[src/rtl/mnva_pkg.sv]
`timescale 1ns / 1ps
`default_nettype none

package mnva_pkg;

  // Field widths of the stream words, the configuration register and the frequency datapath.
  localparam int RX_W       = 8;
  localparam int FREQ_W     = 16;
  localparam int VOICE_W    = 2;
  localparam int CFG_W      = 3;
  localparam int OUT_DATA_W = 24;
  localparam int BASE_W     = 13;
  localparam int SHIFTED_W  = 24;
  localparam int PROD_W     = 48;

  // MIDI codes.
  localparam logic [RX_W-1:0] STOP_BYTE   = 8'hFC;
  localparam logic [3:0]      KIND_OFF    = 4'h8;
  localparam logic [3:0]      KIND_ON     = 4'h9;
  localparam logic [RX_W-1:0] LOWEST_NOTE = 8'd21;

  // Octave split: octave = (rel * 171) >> 11 is exact for rel below 512.
  localparam logic [7:0] OCT_RECIP = 8'd171;
  localparam int         OCT_SHIFT = 11;
  localparam logic [4:0] OCT_SAT   = 5'd12;

  // Division by 100: q = (v * ceil(2^30 / 100)) >> 30, exact for v below 2^23.
  localparam logic [SHIFTED_W-1:0] DIV_RECIP = 24'd10737419;
  localparam int                   DIV_SHIFT = 30;
  // Smallest shifted value whose quotient no longer fits in 16 bits.
  localparam logic [SHIFTED_W-1:0] SAT_LIMIT = 24'd6553600;

  localparam logic [CFG_W-1:0] CFG_RESET = 3'd4;

  // Controller states.
  typedef enum logic [2:0] {
    ST_IDLE,
    ST_CALC1,
    ST_CALC2,
    ST_BUILD,
    ST_WALK
  } state_e;

  // What an incoming byte sets off.
  typedef enum logic [1:0] {
    BYTE_NONE,
    BYTE_STOP,
    BYTE_NOTE
  } byte_act_e;

  // Voice operation for the current walk.
  typedef enum logic [1:0] {
    OP_STOP,
    OP_RELEASE,
    OP_START
  } op_e;

  typedef struct packed {
    logic take;
    logic build;
    logic emit;
  } cmd_t;

  typedef struct packed {
    byte_act_e byte_act;
    logic      act_empty;
    logic      out_free;
  } status_t;

  // Base tone of each semitone from A0 to G#1 in hundredths of a hertz.
  function automatic logic [BASE_W-1:0] base_centihz(input logic [3:0] semi);
    logic [BASE_W-1:0] r;
    unique case (semi)
      4'd0:    r = 13'd2750;
      4'd1:    r = 13'd2914;
      4'd2:    r = 13'd3087;
      4'd3:    r = 13'd3270;
      4'd4:    r = 13'd3464;
      4'd5:    r = 13'd3671;
      4'd6:    r = 13'd3889;
      4'd7:    r = 13'd4120;
      4'd8:    r = 13'd4365;
      4'd9:    r = 13'd4625;
      4'd10:   r = 13'd4900;
      4'd11:   r = 13'd5191;
      default: r = '0;
    endcase
    return r;
  endfunction

endpackage

`default_nettype wire

[src/rtl/mnva_ctrl.sv]
`timescale 1ns / 1ps
`default_nettype none

module mnva_ctrl (
  input  wire logic               clk_i,
  input  wire logic               rst_ni,
  input  wire logic               in_valid_i,
  output logic                    in_ready_o,
  input  wire mnva_pkg::status_t  status_i,
  output mnva_pkg::cmd_t          cmd_o
);

  mnva_pkg::state_e state_q, state_d;

  // State register.
  always_ff @(posedge clk_i or negedge rst_ni) begin
    if (!rst_ni) begin
      state_q <= mnva_pkg::ST_IDLE;
    end else begin
      state_q <= state_d;
    end
  end

  // Next state.
  always_comb begin
    state_d = state_q;
    unique case (state_q)
      mnva_pkg::ST_IDLE: begin
        if (in_valid_i) begin
          unique case (status_i.byte_act)
            mnva_pkg::BYTE_STOP: state_d = mnva_pkg::ST_BUILD;
            mnva_pkg::BYTE_NOTE: state_d = mnva_pkg::ST_CALC1;
            default:             state_d = mnva_pkg::ST_IDLE;
          endcase
        end
      end
      mnva_pkg::ST_CALC1: state_d = mnva_pkg::ST_CALC2;
      mnva_pkg::ST_CALC2: state_d = mnva_pkg::ST_BUILD;
      mnva_pkg::ST_BUILD: state_d = mnva_pkg::ST_WALK;
      mnva_pkg::ST_WALK: begin
        if (status_i.act_empty) begin
          state_d = mnva_pkg::ST_IDLE;
        end
      end
      default: state_d = mnva_pkg::ST_IDLE;
    endcase
  end

  // Commands to the datapath.
  always_comb begin
    in_ready_o  = (state_q == mnva_pkg::ST_IDLE);
    cmd_o.take  = (state_q == mnva_pkg::ST_IDLE) && in_valid_i;
    cmd_o.build = (state_q == mnva_pkg::ST_BUILD);
    cmd_o.emit  = (state_q == mnva_pkg::ST_WALK) && !status_i.act_empty && status_i.out_free;
  end

endmodule

`default_nettype wire

[src/rtl/mnva_dp.sv]
`timescale 1ns / 1ps
`default_nettype none

module mnva_dp #(
  parameter int VOICES = 4
) (
  input  wire logic                            clk_i,
  input  wire logic                            rst_ni,
  input  wire mnva_pkg::cmd_t                  cmd_i,
  output mnva_pkg::status_t                    status_o,
  input  wire logic [mnva_pkg::RX_W-1:0]       rx_byte_i,
  input  wire logic                            cfg_wr_en_i,
  input  wire logic [mnva_pkg::CFG_W-1:0]      cfg_wr_data_i,
  output logic      [mnva_pkg::VOICE_W-1:0]    voice_o,
  output logic      [mnva_pkg::FREQ_W-1:0]     frequency_o,
  output logic                                 last_o,
  output logic                                 out_valid_o,
  input  wire logic                            out_ready_i
);

  localparam int IW = (VOICES > 1) ? $clog2(VOICES) : 1;

  // Configuration and message parser state.
  logic [mnva_pkg::CFG_W-1:0] voices_q;
  logic                       collecting_q;
  logic                       note_idx_q;
  logic                       is_on_q;
  logic [mnva_pkg::RX_W-1:0]  held_note_q;
  mnva_pkg::op_e              op_q;

  // Frequency pipeline.
  logic [mnva_pkg::RX_W-1:0]      rel;
  logic [15:0]                    oct_mul;
  logic [mnva_pkg::RX_W-1:0]      rel_q;
  logic [4:0]                     oct_q;
  logic [mnva_pkg::RX_W-1:0]      oct12;
  logic [mnva_pkg::RX_W-1:0]      semi;
  logic [mnva_pkg::SHIFTED_W-1:0] shifted;
  logic [mnva_pkg::SHIFTED_W-1:0] shifted_q;
  logic                           sat_oct_q;
  logic [mnva_pkg::PROD_W-1:0]    prod_q;
  logic                           sat_q;
  logic [mnva_pkg::FREQ_W-1:0]    note_freq;

  // Voice bank and walk.
  logic [mnva_pkg::FREQ_W-1:0] vf_q [VOICES];
  logic [VOICES-1:0]           free_q;
  logic [VOICES-1:0]           act_q;
  logic [mnva_pkg::FREQ_W-1:0] f_q;
  logic [VOICES-1:0]           lim_mask;
  logic [VOICES-1:0]           match;
  logic [VOICES-1:0]           avail;
  logic [VOICES-1:0]           first_free;
  logic [VOICES-1:0]           act_build;
  logic [VOICES-1:0]           act_rest;
  logic [IW-1:0]               sel_idx;
  logic [mnva_pkg::FREQ_W-1:0] upd_freq;

  // Output register.
  logic                           out_valid_q;
  logic [mnva_pkg::VOICE_W-1:0]   voice_q;
  logic [mnva_pkg::FREQ_W-1:0]    freq_q;
  logic                           last_q;

  // Voice count register.
  always_ff @(posedge clk_i or negedge rst_ni) begin
    if (!rst_ni) begin
      voices_q <= mnva_pkg::CFG_RESET;
    end else if (cfg_wr_en_i) begin
      voices_q <= cfg_wr_data_i;
    end
  end

  // Classify the byte on the input for the controller.
  always_comb begin
    if (!collecting_q) begin
      status_o.byte_act = (rx_byte_i == mnva_pkg::STOP_BYTE) ? mnva_pkg::BYTE_STOP
                                                              : mnva_pkg::BYTE_NONE;
    end else if (note_idx_q && (held_note_q >= mnva_pkg::LOWEST_NOTE)) begin
      status_o.byte_act = mnva_pkg::BYTE_NOTE;
    end else begin
      status_o.byte_act = mnva_pkg::BYTE_NONE;
    end
    status_o.act_empty = (act_q == '0);
    status_o.out_free  = !out_valid_q || out_ready_i;
  end

  // Message parser: status byte, note byte, then velocity byte.
  always_ff @(posedge clk_i or negedge rst_ni) begin
    if (!rst_ni) begin
      collecting_q <= 1'b0;
      note_idx_q   <= 1'b0;
      is_on_q      <= 1'b0;
      held_note_q  <= '0;
      op_q         <= mnva_pkg::OP_STOP;
    end else if (cmd_i.take) begin
      if (!collecting_q) begin
        if ((rx_byte_i[7:4] == mnva_pkg::KIND_OFF) || (rx_byte_i[7:4] == mnva_pkg::KIND_ON)) begin
          collecting_q <= 1'b1;
          note_idx_q   <= 1'b0;
          is_on_q      <= (rx_byte_i[7:4] == mnva_pkg::KIND_ON);
        end
        if (rx_byte_i == mnva_pkg::STOP_BYTE) begin
          op_q <= mnva_pkg::OP_STOP;
        end
      end else if (!note_idx_q) begin
        held_note_q <= rx_byte_i;
        note_idx_q  <= 1'b1;
      end else begin
        collecting_q <= 1'b0;
        note_idx_q   <= 1'b0;
        op_q         <= (is_on_q && (rx_byte_i != '0)) ? mnva_pkg::OP_START
                                                       : mnva_pkg::OP_RELEASE;
      end
    end
  end

  // Frequency stage one: semitones above A0 and the octave.
  always_comb begin
    rel     = held_note_q - mnva_pkg::LOWEST_NOTE;
    oct_mul = 16'(rel) * 16'(mnva_pkg::OCT_RECIP);
  end

  always_ff @(posedge clk_i) begin
    rel_q <= rel;
    oct_q <= oct_mul[mnva_pkg::OCT_SHIFT +: 5];
  end

  // Frequency stage two: semitone within the octave and the shifted base tone.
  always_comb begin
    oct12   = 8'({oct_q, 3'b000}) + 8'({oct_q, 2'b00});
    semi    = rel_q - oct12;
    shifted = mnva_pkg::SHIFTED_W'(mnva_pkg::base_centihz(semi[3:0])) << oct_q[3:0];
  end

  always_ff @(posedge clk_i) begin
    shifted_q <= shifted;
    sat_oct_q <= (oct_q >= mnva_pkg::OCT_SAT);
  end

  // Frequency stage three: divide by one hundred and saturate.
  always_ff @(posedge clk_i) begin
    prod_q <= mnva_pkg::PROD_W'(shifted_q) * mnva_pkg::PROD_W'(mnva_pkg::DIV_RECIP);
    sat_q  <= sat_oct_q || (shifted_q >= mnva_pkg::SAT_LIMIT);
  end

  assign note_freq = sat_q ? '1 : prod_q[mnva_pkg::DIV_SHIFT +: mnva_pkg::FREQ_W];

  // Per-voice compares for building the set of voices to command.
  always_comb begin
    for (int i = 0; i < VOICES; i++) begin
      lim_mask[i] = (5'(i) < {2'b00, voices_q});
      match[i]    = (vf_q[i] == note_freq);
    end
    avail      = free_q & lim_mask;
    first_free = '0;
    for (int i = VOICES - 1; i >= 0; i--) begin
      if (avail[i]) begin
        first_free    = '0;
        first_free[i] = 1'b1;
      end
    end
    unique case (op_q)
      mnva_pkg::OP_STOP:    act_build = lim_mask;
      mnva_pkg::OP_RELEASE: act_build = match & lim_mask;
      mnva_pkg::OP_START:   act_build = (|(match & lim_mask)) ? '0 : first_free;
      default:              act_build = '0;
    endcase
  end

  // Lowest voice still to be commanded.
  always_comb begin
    sel_idx = '0;
    for (int i = VOICES - 1; i >= 0; i--) begin
      if (act_q[i]) begin
        sel_idx = IW'(i);
      end
    end
    act_rest          = act_q;
    act_rest[sel_idx] = 1'b0;
    upd_freq          = (op_q == mnva_pkg::OP_START) ? f_q : '0;
  end

  // Walk set and held note frequency.
  always_ff @(posedge clk_i or negedge rst_ni) begin
    if (!rst_ni) begin
      act_q <= '0;
    end else if (cmd_i.build) begin
      act_q <= act_build;
    end else if (cmd_i.emit) begin
      act_q <= act_rest;
    end
  end

  always_ff @(posedge clk_i) begin
    if (cmd_i.build) begin
      f_q <= note_freq;
    end
  end

  // Voice bank update, one voice per command word.
  always_ff @(posedge clk_i or negedge rst_ni) begin
    if (!rst_ni) begin
      for (int i = 0; i < VOICES; i++) begin
        vf_q[i] <= '0;
      end
      free_q <= '1;
    end else if (cmd_i.emit) begin
      vf_q[sel_idx]   <= upd_freq;
      free_q[sel_idx] <= (op_q != mnva_pkg::OP_START);
    end
  end

  // Output register.
  always_ff @(posedge clk_i or negedge rst_ni) begin
    if (!rst_ni) begin
      out_valid_q <= 1'b0;
    end else if (cmd_i.emit) begin
      out_valid_q <= 1'b1;
    end else if (out_ready_i) begin
      out_valid_q <= 1'b0;
    end
  end

  always_ff @(posedge clk_i) begin
    if (cmd_i.emit) begin
      voice_q <= mnva_pkg::VOICE_W'(sel_idx);
      freq_q  <= upd_freq;
      last_q  <= (act_rest == '0);
    end
  end

  assign out_valid_o = out_valid_q;
  assign voice_o     = voice_q;
  assign frequency_o = freq_q;
  assign last_o      = last_q;

endmodule

`default_nettype wire

[src/rtl/midi_note_voice_allocator.sv]
// A note message's final byte for a note at or above LOWEST_NOTE moves the controller
// through ST_CALC1, ST_CALC2 and ST_BUILD, a stop byte straight to ST_BUILD; ST_WALK
// then issues the words (at most VOICES) through the output register, back to back
// unless the output stalls. The input stays not ready from either byte until the walk
// has issued its last word; any other byte is taken without holding the input.
// Reset (rst_ni low, asynchronous) frees all voices, zeroes them and sets the count to 4.
`timescale 1ns / 1ps
`default_nettype none

module midi_note_voice_allocator #(
  parameter int VOICES = 4
) (
  input  wire logic                                clk_i,
  input  wire logic                                rst_ni,
  // tdata: rx_byte[7:0]
  input  wire logic [mnva_pkg::RX_W-1:0]           s_axis_tdata,
  input  wire logic                                s_axis_tvalid,
  output logic                                     s_axis_tready,
  // tdata: voice[1:0], frequency[17:2], zero padding[23:18]
  output logic      [mnva_pkg::OUT_DATA_W-1:0]     m_axis_tdata,
  output logic                                     m_axis_tlast,
  output logic                                     m_axis_tvalid,
  input  wire logic                                m_axis_tready,
  input  wire logic                                cfg_wr_en_i,
  input  wire logic [mnva_pkg::CFG_W-1:0]          cfg_wr_data_i
);

  mnva_pkg::cmd_t               cmd;
  mnva_pkg::status_t            status;
  logic [mnva_pkg::VOICE_W-1:0] voice;
  logic [mnva_pkg::FREQ_W-1:0]  frequency;

  // Sequencer.
  mnva_ctrl u_ctrl (
    .clk_i      (clk_i),
    .rst_ni     (rst_ni),
    .in_valid_i (s_axis_tvalid),
    .in_ready_o (s_axis_tready),
    .status_i   (status),
    .cmd_o      (cmd)
  );

  // Parser, frequency pipeline, voice bank and output register.
  mnva_dp #(
    .VOICES (VOICES)
  ) u_dp (
    .clk_i         (clk_i),
    .rst_ni        (rst_ni),
    .cmd_i         (cmd),
    .status_o      (status),
    .rx_byte_i     (s_axis_tdata),
    .cfg_wr_en_i   (cfg_wr_en_i),
    .cfg_wr_data_i (cfg_wr_data_i),
    .voice_o       (voice),
    .frequency_o   (frequency),
    .last_o        (m_axis_tlast),
    .out_valid_o   (m_axis_tvalid),
    .out_ready_i   (m_axis_tready)
  );

  // Pack the result word.
  assign m_axis_tdata = mnva_pkg::OUT_DATA_W'({frequency, voice});

endmodule

`default_nettype wire

[config.mk]
export PLATFORM = sky130hd
export DESIGN_NAME = midi_note_voice_allocator
export DESIGN_NICKNAME = d
export VERILOG_FILES = /design/src/rtl/mnva_pkg.sv /design/src/rtl/mnva_ctrl.sv /design/src/rtl/mnva_dp.sv /design/src/rtl/midi_note_voice_allocator.sv
export SDC_FILE = /design/constraint.sdc
export NUM_CORES = 1
export LEC_CHECK = 0
export BUFFER_PORTS_ARGS = -buffer_cell sky130_fd_sc_hd__buf_2
export CELL_PAD_IN_SITES_DETAIL_PLACEMENT = 1
export CELL_PAD_IN_SITES_GLOBAL_PLACEMENT = 2
export CORE_UTILIZATION = 46
export DETAILED_ROUTE_END_ITERATION = 8
export GPL_TIMING_DRIVEN = 0
export PLACE_DENSITY_LB_ADDON = 0.1
export SLEW_MARGIN = 20
export SYNTH_ARGS = -nofsm -noshare
export SYNTH_HDL_FRONTEND = slang
export SYNTH_SLANG_ARGS = --single-unit
[constraint.sdc]
create_clock -name clk_i -period 9.5 [get_ports clk_i]
set_input_delay 1.9 -clock clk_i [delete_from_list [all_inputs] [get_ports clk_i]]
set_output_delay 1.9 -clock clk_i [all_outputs]
set_load 0.05 [all_outputs]
==> results of run 1 <==
-- area by class of cell --
class | instances | share of cell area [%]
Buffer | 53 | 1.14
Clock buffer | 20 | 2.05
Clock inverter | 12 | 0.763
Multi-Input combinational cell | 1402 | 63.0
Inverter | 500 | 8.61
Sequential cell | 178 | 20.1
Tap cell | 585 | 3.36
Timing Repair Buffer | 37 | 0.981
-- routing by layer --
| layer | vias to the layer above | part of all wire [%] |
|---|---|---|
| met3 | 79 | 5.4 |
| met5 | - | 0 |
| met4 | 0 | 2.3 |
| met2 | 297 | 47 |
| li1 | 6980 | - |
| met1 | 7653 | 46 |
-- sequential cells by signal (all words and copies together), names as in the netlist --
name / cells
u_dp.sat_oct_q: 1
u_dp.voices_q: 3
u_dp.free_q: 4
u_dp.oct_q: 5
u_dp.out_valid_o: 1
u_dp.f_q: 16
u_dp.sat_q: 1
u_dp.note_idx_q: 1
u_dp.op_q: 2
u_dp.voice_o: 2
u_dp.collecting_q: 1
u_ctrl.state_q: 3
u_dp.shifted_q: 24
u_dp.held_note_q: 8
u_dp.prod_q: 16
u_dp.vf_q: 64
u_dp.act_q: 4
u_dp.frequency_o: 16
u_dp.last_o: 1
u_dp.is_on_q: 1
u_dp.rel_q: 4
-- cell usage after synthesis (9+ instances only) --
master    count
nor3_1       52
clkbuf_1     34
a21boi_0     17
inv_1       496
xor2_1       23
a21oi_1      56
dfrtp_1      87
dfxtp_1      51
o21ai_0     126
fa_1        236
or3_1        11
and2_1       20
nor2_1       73
nand2b_1     12
o31ai_1       9
xnor2_1      21
a31oi_1       9
o211ai_1     11
nand3_1      23
o22ai_1      18
nand4_1      10
a21o_1       20
mux2i_1      20
nand2_1     163
mux2_2       18
edfxtp_1     35
ha_1        333
nor2b_1      11
-- cell families (layout without fill, tap and decap cells) --
logic type | count (synthesis) | after routing | share of synthesized area, %
mux | 38 | 38 | 1.99
fa+ha+maj | 570 | 570 | 44.0
flops | 178 | 178 | 21.7
other cells | 1 | 6 | 0.0185
compound gates | 331 | 331 | 10.2
buf+inv | 553 | 622 | 10.5
xor+xnor | 46 | 46 | 2.14
simple gates | 411 | 411 | 9.46
-- worst min path at each step --
stage | cells past startpoint | endpoint | from
6_report | 1 | u_dp.sat_oct_q | u_dp.oct_q[4]
5_1_grt | 1 | u_dp.sat_oct_q | u_dp.oct_q[4]
4_1_cts | 1 | u_dp.sat_oct_q | u_dp.oct_q[4]
3_5_place_dp | 1 | u_dp.sat_oct_q | u_dp.oct_q[4]
3_3_place_gp | 1 | u_dp.sat_oct_q | u_dp.oct_q[4]
2_1_floorplan | 1 | u_dp.sat_oct_q | u_dp.oct_q[4]
-- stage by stage --
stage / std cells / setup WS [ns] / utilization, %
final: 2787 / 2.14 / 50.5
after global routing: 2787 / 1.64 / 50.5
after CTS: 2787 / 2.06 / 50.5
after detailed placement: 2755 / 2.09 / 49.1
after global placement: 2754 / 2.21 / 49.0
after floorplan: 2133 / 3.39 / -
-- worst register-to-register path: stages (launching register included) --
cell	delay (ns)
dfxtp_1	0.91
inv_1	0.12
ha_1	0.40
inv_1	0.08
fa_1	0.53
inv_1	0.05
fa_1	0.42
fa_1	0.56
fa_1	0.45
fa_1	0.55
inv_1	0.05
fa_1	0.58
inv_1	0.06
ha_1	0.32
a211oi_1	0.37
o22ai_1	0.15
a22oi_1	0.23
o211ai_1	0.23
a21oi_1	0.58
o21ai_0	0.27
a21oi_1	0.22
xnor2_1	0.13
==> results by group, run 1 <==
Run status
  • Status: finished, final reports clean

Global route
  • Global-route congestion overflow total: 0
  • Largest net degree at the start of global routing: 58
  • Total Routing Usage GR: 27.9%
  • Gr busiest metal: met2
  • Vias in the first global route: 16600
  • Initial antenna violation count: 1
  • Routing usage on met1: 37.7%
  • First-pass GRT wire length: 92300 um
  • GRT met3 Usage: 5.30%
  • Met2 global-route usage: 45.6%

STA
  • Clock skew: 0.0126 ns
  • Final setup vio count: 0
  • Max-slew violations: 0
  • TNS Setup: 0 ns
  • Min Clock Period, post-route: 7.36 ns
  • Final Hold Vio Count: 0
  • Worst hold slack: 0.465 ns
  • Fmax: 136 MHz
  • RSZ-0062 raised after global routing: no
  • Slew of the pin with the lowest slew margin: 1.11 ns
  • Final Cycle Share: 77.5%
  • Worst slew margin relative to its limit: 25.6%

Final layout
  • Layout cells sized above 1: 5.77%
  • Number of diodes: 0
  • Area growth syn-to-layout: 7.81%
  • Nets: 2774
  • Fill cells: 5070
  • Register area: 0.00438 mm2
  • Most common cell after layout, fill and taps aside: inv_1
  • Commonest non-fill, non-tap cells in the layout: 496 x inv_1, 333 x ha_1, 236 x fa_1
  • Cell area after layout: 0.0218 mm2
  • Multi-input logic area: 0.0137 mm2

Placed design
  • DP HPWL: 48000 um
  • Port Buf Inserts: 36
  • Routability Congestion: 0.916
  • Placed cell area: 0.0212 mm2

CTS
  • CTS buffer count: 17
  • CTS Hold Buffers Added: 0
  • Clock sinks: 178
  • Setup Buffers After CTS: 0
  • CTS tree: done
  • Clock-pin slew of the registers on the worst-case setup and hold paths: 0.07 ns
  • Worst skew pair latency: 0.49 ns
  • Total number of H-tree levels: 4
  • CTS max path bufs: 2
  • Post-CTS sizing: 0
  • Root buffer cell: clkbuf_16

Setup path
  • Critical-path top delay cell: dfxtp_1
  • Data required time of the worst path: 9.92 ns
  • CP endpoint kind: register
  • FF-to-FF setup slack: 2.14 ns
  • Worst setup path startpoint: u_dp.shifted_q[8]
  • R2R Path End: u_dp.prod_q[41]
  • CP cell instances: inv_1 -> ha_1 -> inv_1 -> fa_1 -> inv_1 -> fa_1 -> fa_1 -> fa_1 -> fa_1 -> inv_1 -> fa_1 -> inv_1 -> ha_1 -> a211oi_1 -> o22ai_1 -> a22oi_1 -> o211ai_1 -> a21oi_1 -> o21ai_0 -> a21oi_1 -> xnor2_1
  • R2R depth: 21
  • Most used cell, CP: fa_1
  • Worst path buffer plus inverter count: 5
  • WP depth: 21
  • Setup CP Type: register to register
  • Crit Path Max Fanout: 11
  • Startpoint Class: register
  • Worst r2r src: u_dp.shifted_q[8]
  • Worst stage delay on the critical path: 0.91 ns
  • CP Capture Point: u_dp.prod_q[41]
  • Critical path's top delay family: adder cells
  • Critical path arrival: 7.79 ns

Synth
  • #FFs+latches synth: 178
  • Mapped Area: 0.0202 mm2
  • Ys async rst share: 51.7%
  • Post-synth EDFFs: 35
  • Main synth FF type: dfrtp_1
  • Post-synthesis sequential area ratio: 21.7%
  • Area share of the leading cell type in the synthesized netlist: 23.4%
  • Syn avg cell area: 9.50 um2
  • Area leader, netlist: fa_1
  • Ranking of synthesized cells by area: fa_1 23%, ha_1 21%, dfrtp_1 11%, inv_1 9.2%, edfxtp_1 5.2%
  • Synth warn: 0
  • Cell variety after synth: 75
  • Syn Inst Count: 2128

Routing
  • Overall routed net length: 58100 um
  • Drt initial violations: 749
  • Via-to-Cell Ratio: 5.39
  • DRC: 0
  • Routed length per instance: 20.8 um
  • Number of routed nets with antenna violations: 0
  • Detailed Routing Iterations Pass 1: 5
  • Via count: 15000

Floorplanning
  • Core area: 0.0432 mm2
  • Die width: 212 um
  • Ports: 43
  • Rows: 76
  • Starting Density: 46.8%
  • DIE AREA: 0.0448 mm2
  • Die Y-Extent: 212 um

Run
  • Max_cap viols: 0

Min path
  • Min-delay worst type: register to register
Power of run 1 is left out: the tool's default activity adds up to more than one toggle a clock period on the data nets, which glitch-free logic cannot reach.
==> run 2, diff against run 1 <==
- CORE_UTILIZATION: 46 -> 38
- clock period: 9.5 -> 6.3 ns (I/O delays scaled with it)
==> run 2 against run 1 <==
Net effect:
- global-route usage is 4.1 points lower
- register-to-register slack worse by 2.0 ns
- clock skew is 0.0012 ns lower
- worst hold slack worse by 0.037 ns
- worst setup slack worse by 2.0 ns
- routed wire length is 6.7% higher
- via count hardly changed
- cell count is 5.5% higher
- first-iteration DRC count is 12% lower
- critical path type unchanged
- highest routed layer unchanged
- largest cell class unchanged
==> results by group, run 2 (synthesis results as in run 1) <==
Run status
  • Status: finished, final reports clean (unchanged)

STA
  • TNS Setup: 0 ns (unchanged)
  • Worst slew margin relative to its limit: 29.1% (was 25.6%)
  • Max-slew violations: 0 (unchanged)
  • Final Cycle Share: 98.5% (was 77.5%)
  • Worst hold slack: 0.429 ns (was 0.465 ns)
  • Final Hold Vio Count: 0 (unchanged)
  • Fmax: 161 MHz (was 136 MHz)
  • Slew of the pin with the lowest slew margin: 1.05 ns (was 1.11 ns)
  • Clock skew: 0.0113 ns (was 0.0126 ns)
  • Final setup vio count: 0 (unchanged)
  • Min Clock Period, post-route: 6.21 ns (was 7.36 ns)

Final layout
  • Max reg flops: 64 (unchanged)
  • Top flop regs: u_dp.vf_q: 64 flops, u_dp.shifted_q: 24 flops (unchanged)
  • Area growth syn-to-layout: 13.3% (was 7.81%)
  • Nets: 2823 (was 2774)
  • Biggest register: u_dp.vf_q (unchanged)
  • Most common cell after layout, fill and taps aside: inv_1 (unchanged)
  • Layout cells sized above 1: 11.6% (was 5.77%)
  • Cell area after layout: 0.0229 mm2 (was 0.0218 mm2)
  • Non-filler cells, final: 2940 (was 2787)
  • Commonest non-fill, non-tap cells in the layout: 492 x inv_1, 308 x ha_1, 231 x fa_1 (was 496 x inv_1, 333 x ha_1, 236 x fa_1)

Setup path
  • Crit Path Max Fanout: 7 (was 11)
  • Startpoint Class: register (unchanged)
  • Critical path arrival: 6.57 ns (was 7.79 ns)
  • Data required time of the worst path: 6.66 ns (was 9.92 ns)
  • CP endpoint kind: register (unchanged)
  • Setup CP Type: register to register (unchanged)

CTS
  • Total number of H-tree levels: 4 (unchanged)
  • CTS buffer count: 17 (unchanged)
  • Root buffer cell: clkbuf_16 (unchanged)
  • Worst skew pair latency: 0.46 ns (was 0.49 ns)
  • Clock-pin slew of the registers on the worst-case setup and hold paths: 0.07 ns (about the same)
  • CTS Hold Buffers Added: 0 (unchanged)
  • CTS tree: done (unchanged)
  • CTS max path bufs: 2 (unchanged)
  • Clock sinks: 178 (unchanged)

Placed design
  • Routability Congestion: 0.835 (was 0.916)
  • Placed cell area: 0.0213 mm2 (was 0.0212 mm2)
  • Port Buf Inserts: 36 (unchanged)
  • DP HPWL: 49600 um (was 48000 um)
  • Placed Cells incl. Taps: 2858 (was 2755)

Routing
  • DRC: 0 (unchanged)
  • Routed length per instance: 21.1 um (was 20.8 um)
  • Via-to-Cell Ratio: 5.11 (was 5.39)
  • Drt initial violations: 657 (was 749)
  • Overall routed net length: 62000 um (was 58100 um)
  • Number of routed nets with antenna violations: 0 (unchanged)
  • Via count: 15000 (about the same)
  • Detailed Routing Iterations Pass 1: 5 (unchanged)

Global route
  • Total Routing Usage GR: 23.9% (was 27.9%)
  • GRT met3 Usage: 2.95% (was 5.30%)
  • Global-route congestion overflow total: 0 (unchanged)
  • Gr busiest metal: met2 (unchanged)
  • Initial antenna violation count: 0 (was 1)
  • Largest net degree at the start of global routing: 57 (was 58)
  • Routing usage on met1: 33.3% (was 37.7%)
  • First-pass GRT wire length: 96400 um (was 92300 um)
  • Met2 global-route usage: 39.9% (was 45.6%)
  • Vias in the first global route: 16500 (was 16600)

Floorplanning
  • Starting Density: 38.5% (was 46.8%)
  • Die Y-Extent: 233 um (was 212 um)
  • Core area: 0.0526 mm2 (was 0.0432 mm2)
  • DIE AREA: 0.0541 mm2 (was 0.0448 mm2)
  • Ports: 43 (unchanged)
  • Rows: 84 (was 76)
  • Die width: 233 um (was 212 um)

Run
  • Max_cap viols: 0 (unchanged)

Min path
  • Min-delay worst type: register to register (unchanged)
-- run 2: changes by cell type in the layout (fill, tap and decap cells not counted), moves of 6 or more --
| cell | delta |
|---|---|
| buf_4 | +40 |
| dfxtp_1 | -24 |
| buf_6 | +6 |
| ha_1 | -25 |
| ha_4 | +22 |
| dfxtp_4 | +22 |
-- run 2: area by class of cell --
class                   instances  area (um2)
fillers                      6009       29600
multi-input cells            1402       14200
flip-flops and latches        178        4470
inverters                     500        1880
well taps                     688         861
repair buffers                 86         627
clock buffers                  24         546
plain buffers                  53         249
clock inverters                 8        58.8
diodes                          1        2.50
-- run 2: worst max-delay path, stage by stage, from the launching register on --
cell	delay, ns
dfxtp_4	0.37
buf_12	0.16
buf_4	0.16
fa_1	0.51
ha_1	0.16
inv_1	0.05
fa_1	0.51
inv_1	0.06
fa_1	0.54
fa_1	0.44
fa_1	0.50
inv_1	0.06
fa_1	0.55
inv_1	0.07
ha_4	0.29
and3_4	0.18
and3_4	0.18
o211ai_1	0.10
a211o_2	0.36
o311ai_4	0.32
a21oi_2	0.11
o21a_1	0.22
xnor2_2	0.21
-- run 2: final timing paths --
path / from / to / slack, ns / cells past startpoint
max: u_dp.shifted_q[9] / u_dp.prod_q[39] / 0.09 / 22
min reg2reg: u_dp.sat_oct_q / u_dp.sat_q / 0.43 / 1
max in group asynchronous: rst_ni / u_dp.free_q[0] / 4.92 / 2
min: u_dp.sat_oct_q / u_dp.sat_q / 0.43 / 1
max reg2reg: u_dp.shifted_q[9] / u_dp.prod_q[39] / 0.09 / 22
min in group asynchronous: rst_ni / u_dp.vf_q[34] / 0.68 / 1
-- run 2: repair_timing --
action	4_1_cts	5_1_grt
gates resized for setup	75	53
endpoints found under the setup margin	16	9
buffers inserted	31	18
pin swaps	14	36
gates cloned	0	0
-- run 2: layer usage --
| metal | routed length [um] | up-vias |
|---|---|---|
| met4 | 1080 | 0 |
| met2 | 29200 | 159 |
| met5 | 0 | - |
| met3 | 1460 | 55 |
| met1 | 30300 | 7726 |
| li1 | - | 7076 |
-- run 2: metrics by stage --
| stage | util [%] | worst slack (ns) |
|---|---|---|
| after CTS | 42.7 | 0.00129 |
| after floorplan | - | 0.190 |
| after detailed placement | 40.6 | -1.16 |
| after global placement | 40.5 | -1.10 |
| after global routing | 43.6 | -0.0544 |
| final | 43.6 | 0.0934 |
Power of run 2 is left out for the same reason.
